==> src/rtl/anbc_pkg.sv <==
`default_nettype none
package anbc_pkg;

    localparam logic [7:0] ChNl    = 8'd10;
    localparam logic [7:0] ChZero  = 8'd48;
    localparam logic [7:0] ChA     = 8'd97;
    localparam logic [7:0] ChMinus = 8'd45;
    localparam logic [7:0] ChX     = 8'd120;
    localparam logic [7:0] ChB     = 8'd98;

    // entry handed from the parser to the formatter
    typedef struct packed {
        logic [31:0] word;
    } anbc_job_t;

    typedef enum logic [3:0] {
        FMT_IDLE,
        FMT_BIN_PFX,
        FMT_BIN,
        FMT_DEC1_CONV,
        FMT_DEC1_OUT,
        FMT_HEX_PFX,
        FMT_HEX,
        FMT_DEC2_CONV,
        FMT_DEC2_OUT
    } fmt_state_t;

    // lowercase hex character of a nibble
    function automatic logic [7:0] hex_char(input logic [3:0] d);
        logic [7:0] r;
        if (d < 4'd10)
        begin
            r = ChZero + {4'd0, d};
        end
        else
        begin
            r = ChA + {4'd0, d} - 8'd10;
        end
        return r;
    endfunction

endpackage
`default_nettype wire

==> src/rtl/anbc_parser.sv <==
`default_nettype none
module anbc_parser
    import anbc_pkg::*;
(
    input  wire logic      clk,
    input  wire logic      rst_n,
    input  wire logic      in_valid,
    output logic           in_stall,
    input  wire logic [7:0] in_byte,
    output logic           job_valid,
    input  wire logic      job_stall,
    output anbc_job_t      job
);

    logic [31:0] acc_reg;
    logic        minus_reg;
    logic        hex_reg;
    logic [4:0]  pos_reg;
    logic        full_reg;
    anbc_job_t   job_reg;

    logic        take;
    logic        is_nl;
    logic [31:0] digit;
    logic [31:0] word;

    // stall only on a newline with the queue slot occupied
    assign is_nl    = (in_byte == ChNl);
    assign in_stall = is_nl && full_reg && job_stall;
    assign take     = in_valid && !in_stall;

    assign job_valid = full_reg;
    assign job       = job_reg;

    always_comb
    begin
        if (in_byte <= 8'd57)
        begin
            digit = {24'd0, in_byte} - 32'd48;
        end
        else
        begin
            digit = {24'd0, in_byte} - 32'd87;
        end
        word = (!hex_reg && minus_reg) ? (32'd0 - acc_reg) : acc_reg;
    end

    // parse state and the one-entry queue toward the formatter
    always_ff @(posedge clk or negedge rst_n)
    begin
        if (!rst_n)
        begin
            acc_reg   <= '0;
            minus_reg <= 1'b0;
            hex_reg   <= 1'b0;
            pos_reg   <= '0;
            full_reg  <= 1'b0;
        end
        else
        begin
            if (take && is_nl)
            begin
                full_reg <= 1'b1;
            end
            else if (full_reg && !job_stall)
            begin
                full_reg <= 1'b0;
            end
            if (take)
            begin
                if (is_nl)
                begin
                    job_reg.word <= word;
                    acc_reg      <= '0;
                    minus_reg    <= 1'b0;
                    hex_reg      <= 1'b0;
                    pos_reg      <= '0;
                end
                else
                begin
                    priority if (pos_reg == 5'd0 && in_byte == ChMinus)
                    begin
                        minus_reg <= 1'b1;
                    end
                    else if (pos_reg == 5'd1 && in_byte == ChX)
                    begin
                        hex_reg <= 1'b1;
                        acc_reg <= '0;
                    end
                    else if (hex_reg)
                    begin
                        acc_reg <= {acc_reg[27:0], 4'd0} + digit;
                    end
                    else
                    begin
                        acc_reg <= {acc_reg[28:0], 3'd0} + {acc_reg[30:0], 1'b0}
                                   + {24'd0, in_byte} - 32'd48;
                    end
                    if (pos_reg != 5'd31)
                    begin
                        pos_reg <= pos_reg + 5'd1;
                    end
                end
            end
        end
    end

endmodule
`default_nettype wire

==> config.mk <==
export PLATFORM = sky130hd
export DESIGN_NAME = anbc_parser
export DESIGN_NICKNAME = d
export VERILOG_FILES = /design/src/rtl/anbc_pkg.sv /design/src/rtl/anbc_parser.sv
export SDC_FILE = /design/constraint.sdc
export NUM_CORES = 1
export LEC_CHECK = 0
export BUFFER_PORTS_ARGS = -buffer_cell sky130_fd_sc_hd__buf_2
export CORE_MARGIN = 8
export CORE_UTILIZATION = 55
export DETAILED_ROUTE_END_ITERATION = 8
export PLACE_DENSITY = 0.81
export SYNTH_ARGS = -nofsm -noshare
export SYNTH_HDL_FRONTEND = slang
export SYNTH_SLANG_ARGS = --single-unit
==> constraint.sdc <==
create_clock -name clk -period 3.89 [get_ports clk]
set_clock_uncertainty 0.1 [all_clocks]
set_input_delay 0.389 -clock clk [delete_from_list [all_inputs] [get_ports clk]]
set_output_delay 0.389 -clock clk [all_outputs]
set_load 0.005 [all_outputs]
======== Word level (Yosys, flattened, before mapping) ========
Index checks and enable logic that the tools add are counted.
word-level totals
  latch bits .............................. 0
  memories kept ........................... 0
  RAM bits ................................ 0
  output and inout port bits .............. 34
  ROM bits ................................ 0
  word-level logic and storage cells ...... 57
  register bits ........................... 72
operators by class
  add/sub/neg operators ................... 8
  bitwise operators ....................... 0
  $mul .................................... 0
  shifts and indexed selects .............. 0
  muxes and demuxes ....................... 15
  equality and inequality tests ........... 6
  reductions and logical operators ........ 21
  div/mod/pow operators ................... 0
  $lt $le $gt $ge ......................... 1
operators with widths
  kind                   count
  $mux 32                6
  $add 32x32->32         2
  $add 32x8->32          1
  $sub 1x32->32 const A  1
  $sub 32x6->32 const B  1
  $mux 5                 2
  $sub 8x6->9 const B    1
  $sub 8x7->9 const B    1
  $eq 8x4->1 const B     1
  $eq 8x6->1 const B     1
  $eq 8x7->1 const B     1
  $le 8x6->1 const B     1
  $logic_and 1x1->1      8
  $reduce_bool 2->1      4
  $mux 1                 7
  $reduce_and 2->1       3
  $reduce_and 3->1       2
  $add 5x1->5 const B    1
  $eq 5x1->1 const B     1
  $logic_not 5->1        1
  $ne 5x5->1 const B     1
  $logic_not 1->1        3
  $ne 2x2->1 const B     1

======== Longest topological paths before layout ========
  word-level depth ........................ 7
  gate-level depth with buffers ........... 16
  depth with buffers taken out ............ 16

======== Worst setup path before layout ========
Ideal clock, no wire load.
  kind .................................... in2reg
  start point ............................. in in_byte[0]
  end point ............................... reg acc_reg[17]
  cell stages on the path ................. 14
  path buffers ............................ 0
  arrival time ............................ 5.054 ns
  setup slack ............................. -1.390 ns
  library setup time ...................... 0.126 ns
  cell sequence ........................... ha_1 a21o_1 a21oi_1 nor2_1 a311oi_1 ha_1 a21o_1 a31oi_1 o2111ai_1 a31o_2 a21oi_1 xor2_1 nor2_1 a221o_1
on the way
  word-level cells in the longest chain between the ends .. 7
  elaborated cells between the ends (all ways) .. 22
  those cells by class .................... add/sub (5); order compare (1); eq/ne (4); mux (5); reduce/logical (7)
ends and longest elaborated chain
  item                                                   RTL line           text
  start, declared                                        anbc_parser.sv:9   input wire logic [7:0] in_byte,
  branches (longest 7 deep; another with $add 32x8->32)  n/a
  end signal, assigned                                   anbc_parser.sv:92  acc_reg <= {acc_reg[27:0], 4'd0} + digit;
  end signal, assigned                                   anbc_parser.sv:96  acc_reg <= {acc_reg[28:0], 3'd0} + {acc_reg[30:0], 1'b0}
  end, declared                                          anbc_parser.sv:15  logic [31:0] acc_reg;
Parallel ways; which one is timed is not known. The select of a mux whose other input is x is not followed.
A chain may end at the register's enable or synchronous reset.

======== Worst setup path in the final report ========
  start point ............................. reg acc_reg[0]
  end point ............................... reg acc_reg[31]
on the way
  word-level cells in the longest chain between the ends .. 7
  elaborated cells between the ends (all ways) .. 8
  those cells by class .................... add/sub (4); mux (4)
ends and longest elaborated chain
  item            RTL line           text
  $add 32x32->32  anbc_parser.sv:96
  $add 32x8->32   anbc_parser.sv:97  + {24'd0, in_byte} - 32'd48;
  $sub 32x6->32   anbc_parser.sv:97
  $mux 32 (*)     anbc_parser.sv:90  else if (hex_reg)
  $mux 32 (*)     anbc_parser.sv:85  else if (pos_reg == 5'd1 && in_byte == ChX)
  $mux 32 (*)     anbc_parser.sv:81  priority if (pos_reg == 5'd0 && in_byte == ChMinus)
  $mux 32 (*)     anbc_parser.sv:71  if (is_nl)
Mark *: on every way between the ends. The rest lies on a longest branch, timed or not. The select of a mux whose other input is x is not followed.

==> results.md <==
| Item | Value |
| --- | --- |
| Result of the run | complete, no violations |
| Type of origin of the critical path | flip-flop |
| Post-synthesis cell count | 921 |
| Top-Level Pins | 46 |
| GRT Residual Overflow | 0 |
| Critical Path Most Common Cell | sky130_fd_sc_hd__ha_1 |
| Final design utilization | 65.7% |
| Part of the cycle the worst path needs | 96.7% |
| Worst-case clock buffer depth | 2 |
| DR WL/cell | 17.7 microns |
| Sort of element at the end of the critical path | flip-flop |
| Setup slack on the worst flop-to-flop path | 130 ps |
| Pre-Repair DR Iteration Count | 6 |
| Initial antenna violation count | 0 |
| Destination of the worst register-to-register timing path | acc_reg[31]$_DFFE_PN0P_ |
| Peak fanout along the critical path | 3 |
| Core Region | 13900 sq um |
| Count of inserted antenna diode cells | 0 |
| Layout overhead on the synthesized area | 16.7% |
| MaxCap Viol Count | 0 |
| Number of nets in the layout | 1170 |
| Arrival time worst endpoint | 3910 ps |
| Area of the die | 18300 sq um |
| Delay of the slowest cell on the worst path | 470 ps |
| Remaining antenna violation count | 0 |
| TritonCTS sink count | 72 |
| Effective utilization at floorplan | 56.3% |
| Net count of the mapped netlist | 1066 |
| Number of enable flip-flop cells after synthesis | 32 |
| Number of levels the H-tree was split into | 3 |
| Type of the tightest min-delay check | in2async |
| Part of the Yosys area used for sequential elements | 25.0% |
| Number of violations reported at the end of detailed-routing iteration 0 | 703 |
| Pin count of the biggest net entering global routing | 41 |
| Cell Rows | 43 |
| Detailed-placement wirelength estimate | 16.4 mm |
| Ys Warns | 0 |
| Library cell used as clock root buffer | sky130_fd_sc_hd__clkbuf_16 |
| Tightest Pin Transition | 1050 ps |
| Overall fraction of global-route tracks in use | 23.9% |
| Critical Path, Cell by Cell | fa_1 > ha_1 > ha_1 > fa_2 > a21o_1 > a221oi_4 > o41a_1 > a2111oi_4 > o221ai_2 > o21ai_2 > a221o_2 > a22o_1 |
| Number of buffers inserted during clock tree synthesis | 9 |
| First-pass GRT wire length | 34.7 mm |
| Port Buffer Count | 45 |
| Tightest slew margin relative to the limit | 30.0% |
| Number of distinct standard cells referenced by the synthesized netlist | 72 |
| DRC Markers | 0 |
| Die X-Extent | 135 microns |
| Worst path top cell family by delay | compound AO/OA/AOI/OAI gates |
| RSZ-0062 raised after global routing | yes |
| Max-slew violation count | 0 |
| Minimum period implied by the final worst setup slack | 3760 ps |
| Clock latency of the later-clocked register in the worst-skew pair | 350 ps |
| Async set-reset flop share out of synthesis | 55.6% |
| Final sum of negative setup slack | 0 ps |
| Final number of setup-violating endpoints | 0 |
| Vertical extent of the die | 135 microns |
| Synth Area per Inst | 8.52 sq um |
| Final number of hold-violating endpoints | 0 |
| Share of cells above drive strength 1 | 15.1% |
| TritonCTS clock tree | yes |
| Length in cells of the worst reg-to-reg path | 12 |
| Worst slack on hold paths | 48.9 ps |
| Count of buffering cells on the critical path with inverters included | 0 |
| Required time of the worst setup path | 4030 ps |
| Clock-pin slew of the registers on the worst-case setup and hold paths | 60 ps |
| Final weighted congestion in routability-driven placement | 0.944 |
| Via density | 6.03 |
| Drt total wl | 21.4 mm |
| Maximum frequency from static timing analysis | 0.266 GHz |
| Main synth FF type | sky130_fd_sc_hd__dfrtp_1 |
| Post-Synthesis Cell Area | 7840 sq um |
| Post-CTS Hold Fix Bufs | 0 |
| Slowest stage cell on the critical path | sky130_fd_sc_hd__fa_1 |
| Number of register bits inferred by synthesis | 72 |
| Via count of the first global-routing pass | 7046 |
| Launching point of the worst reg2reg path | acc_reg[0]$_DFFE_PN0P_ |
| Classification of the worst setup path | reg2reg |
| Vias after detailed routing | 7293 |
## stage by stage
stage	instances	instance area, sq um	worst slack, ps
4_1_cts	1208	9110	19.8
2_1_floorplan	921	7890	-15.8
5_1_grt	1210	9160	-26.9
3_3_place_gp	1192	8800	-55.5
3_5_place_dp	1192	8800	-160
6_report	1210	9160	126
## synth_stat cells, types with 3 or more instances
cell,n,area [sq um]
sky130_fd_sc_hd__a211oi_1,8,60.1
sky130_fd_sc_hd__a21o_1,25,188
sky130_fd_sc_hd__a21oi_1,63,315
sky130_fd_sc_hd__a221o_1,3,30.0
sky130_fd_sc_hd__a22oi_1,7,52.6
sky130_fd_sc_hd__a311oi_1,3,26.3
sky130_fd_sc_hd__a31oi_1,15,93.8
sky130_fd_sc_hd__a41oi_1,3,26.3
sky130_fd_sc_hd__and2_1,8,50.1
sky130_fd_sc_hd__and3_1,8,50.1
sky130_fd_sc_hd__buf_2,4,20.0
sky130_fd_sc_hd__clkbuf_1,22,82.6
sky130_fd_sc_hd__dfrtp_1,40,1000
sky130_fd_sc_hd__edfxtp_1,32,961
sky130_fd_sc_hd__fa_1,7,140
sky130_fd_sc_hd__ha_1,126,1580
sky130_fd_sc_hd__inv_1,105,394
sky130_fd_sc_hd__mux2i_1,8,80.1
sky130_fd_sc_hd__nand2_1,62,233
sky130_fd_sc_hd__nand2b_1,11,68.8
sky130_fd_sc_hd__nand3_1,14,70.1
sky130_fd_sc_hd__nand3b_1,3,22.5
sky130_fd_sc_hd__nand4_1,14,87.6
sky130_fd_sc_hd__nor2_1,71,267
sky130_fd_sc_hd__nor2b_1,6,37.5
sky130_fd_sc_hd__nor3_1,11,55.1
sky130_fd_sc_hd__nor3b_1,3,22.5
sky130_fd_sc_hd__nor4_1,5,31.3
sky130_fd_sc_hd__o211ai_1,4,30.0
sky130_fd_sc_hd__o21a_1,5,37.5
sky130_fd_sc_hd__o21ai_0,57,285
sky130_fd_sc_hd__o22ai_1,15,93.8
sky130_fd_sc_hd__o31ai_1,7,52.6
sky130_fd_sc_hd__o41ai_1,3,26.3
sky130_fd_sc_hd__or2_2,3,18.8
sky130_fd_sc_hd__or3_1,7,43.8
sky130_fd_sc_hd__xnor2_1,69,604
sky130_fd_sc_hd__xor2_1,19,166
## worst reg2reg max path, stage by stage, from the launching register on
cell                        delay [ps]
sky130_fd_sc_hd__dfrtp_1           400
sky130_fd_sc_hd__fa_1              470
sky130_fd_sc_hd__ha_1              310
sky130_fd_sc_hd__ha_1              230
sky130_fd_sc_hd__fa_2              370
sky130_fd_sc_hd__a21o_1            220
sky130_fd_sc_hd__a221oi_4          330
sky130_fd_sc_hd__o41a_1            290
sky130_fd_sc_hd__a2111oi_4         130
sky130_fd_sc_hd__o221ai_2          220
sky130_fd_sc_hd__o21ai_2            90
sky130_fd_sc_hd__a221o_2           300
sky130_fd_sc_hd__a22o_1            200
## area by class of cell
type                       instances  area, sq um
multi-input combinational        715         5450
fill                            1181         4780
sequential                        72         1960
timing repair buffer             120          813
inverter                         107          402
clock buffer                      11          233
tap                              180          225
clock inverter                     5         71.3
## layer usage
metal / wire, microns / global-route usage, % / share of wire [%]
met1: 9280 / 30.5 / 43
met2: 10100 / 39.4 / 47
met3: 1460 / 4.27 / 6.8
met4: 564 / 9.19 / 2.6
met5: 0 / 0 / 0
## worst max path at each step
stage	from	end	slack, ps	depth (start not counted)
after floorplan	in_byte[0]	acc_reg[28]$_DFFE_PN0P_	-20	13
after global placement	in_byte[0]	acc_reg[31]$_DFFE_PN0P_	-60	19
after detailed placement	in_byte[0]	acc_reg[31]$_DFFE_PN0P_	-160	18
after CTS	acc_reg[4]$_DFFE_PN0P_	acc_reg[27]$_DFFE_PN0P_	20	12
after global routing	acc_reg[12]$_DFFE_PN0P_	acc_reg[28]$_DFFE_PN0P_	-30	13
final	acc_reg[0]$_DFFE_PN0P_	acc_reg[31]$_DFFE_PN0P_	130	12
## cells by family after synthesis
family	count (synthesis)	share of synthesized area (%)
fa+ha+maj	133	21.9
flops	72	25.0
buf+inv	134	6.48
compound gates	249	21.0
xor+xnor	88	9.83
simple gates	236	14.6
mux	9	1.16
## repair_timing
action	4_1_cts	5_1_grt
resized for setup	0	7
endpoints found under the setup margin	0	12
setup buffers	0	2
## cells in the final DEF (no fill, tap or decap), types with 6 or more instances in the layout
cell type	instances
sky130_fd_sc_hd__dfrtp_1	39
sky130_fd_sc_hd__o21ai_0	56
sky130_fd_sc_hd__xor2_1	19
sky130_fd_sc_hd__buf_2	45
sky130_fd_sc_hd__clkbuf_16	9
sky130_fd_sc_hd__and2_1	7
sky130_fd_sc_hd__nor2_1	71
sky130_fd_sc_hd__nor3_1	11
sky130_fd_sc_hd__fa_1	6
sky130_fd_sc_hd__ha_1	125
sky130_fd_sc_hd__edfxtp_1	32
sky130_fd_sc_hd__xnor2_1	69
sky130_fd_sc_hd__a211oi_1	7
sky130_fd_sc_hd__a21o_1	25
sky130_fd_sc_hd__nand4_1	14
sky130_fd_sc_hd__a21oi_1	63
sky130_fd_sc_hd__a31oi_1	14
sky130_fd_sc_hd__buf_4	73
sky130_fd_sc_hd__nand3_1	13
sky130_fd_sc_hd__inv_1	105
sky130_fd_sc_hd__and3_1	8
sky130_fd_sc_hd__o22ai_1	15
sky130_fd_sc_hd__a22oi_1	7
sky130_fd_sc_hd__nand2b_1	11
sky130_fd_sc_hd__nor2b_1	6
sky130_fd_sc_hd__o31ai_1	7
sky130_fd_sc_hd__mux2i_1	8
sky130_fd_sc_hd__or3_1	7
sky130_fd_sc_hd__nand2_1	62
Power is not shown: default switching activity piles up to over one toggle a cycle in this logic, so the estimate is an artifact.
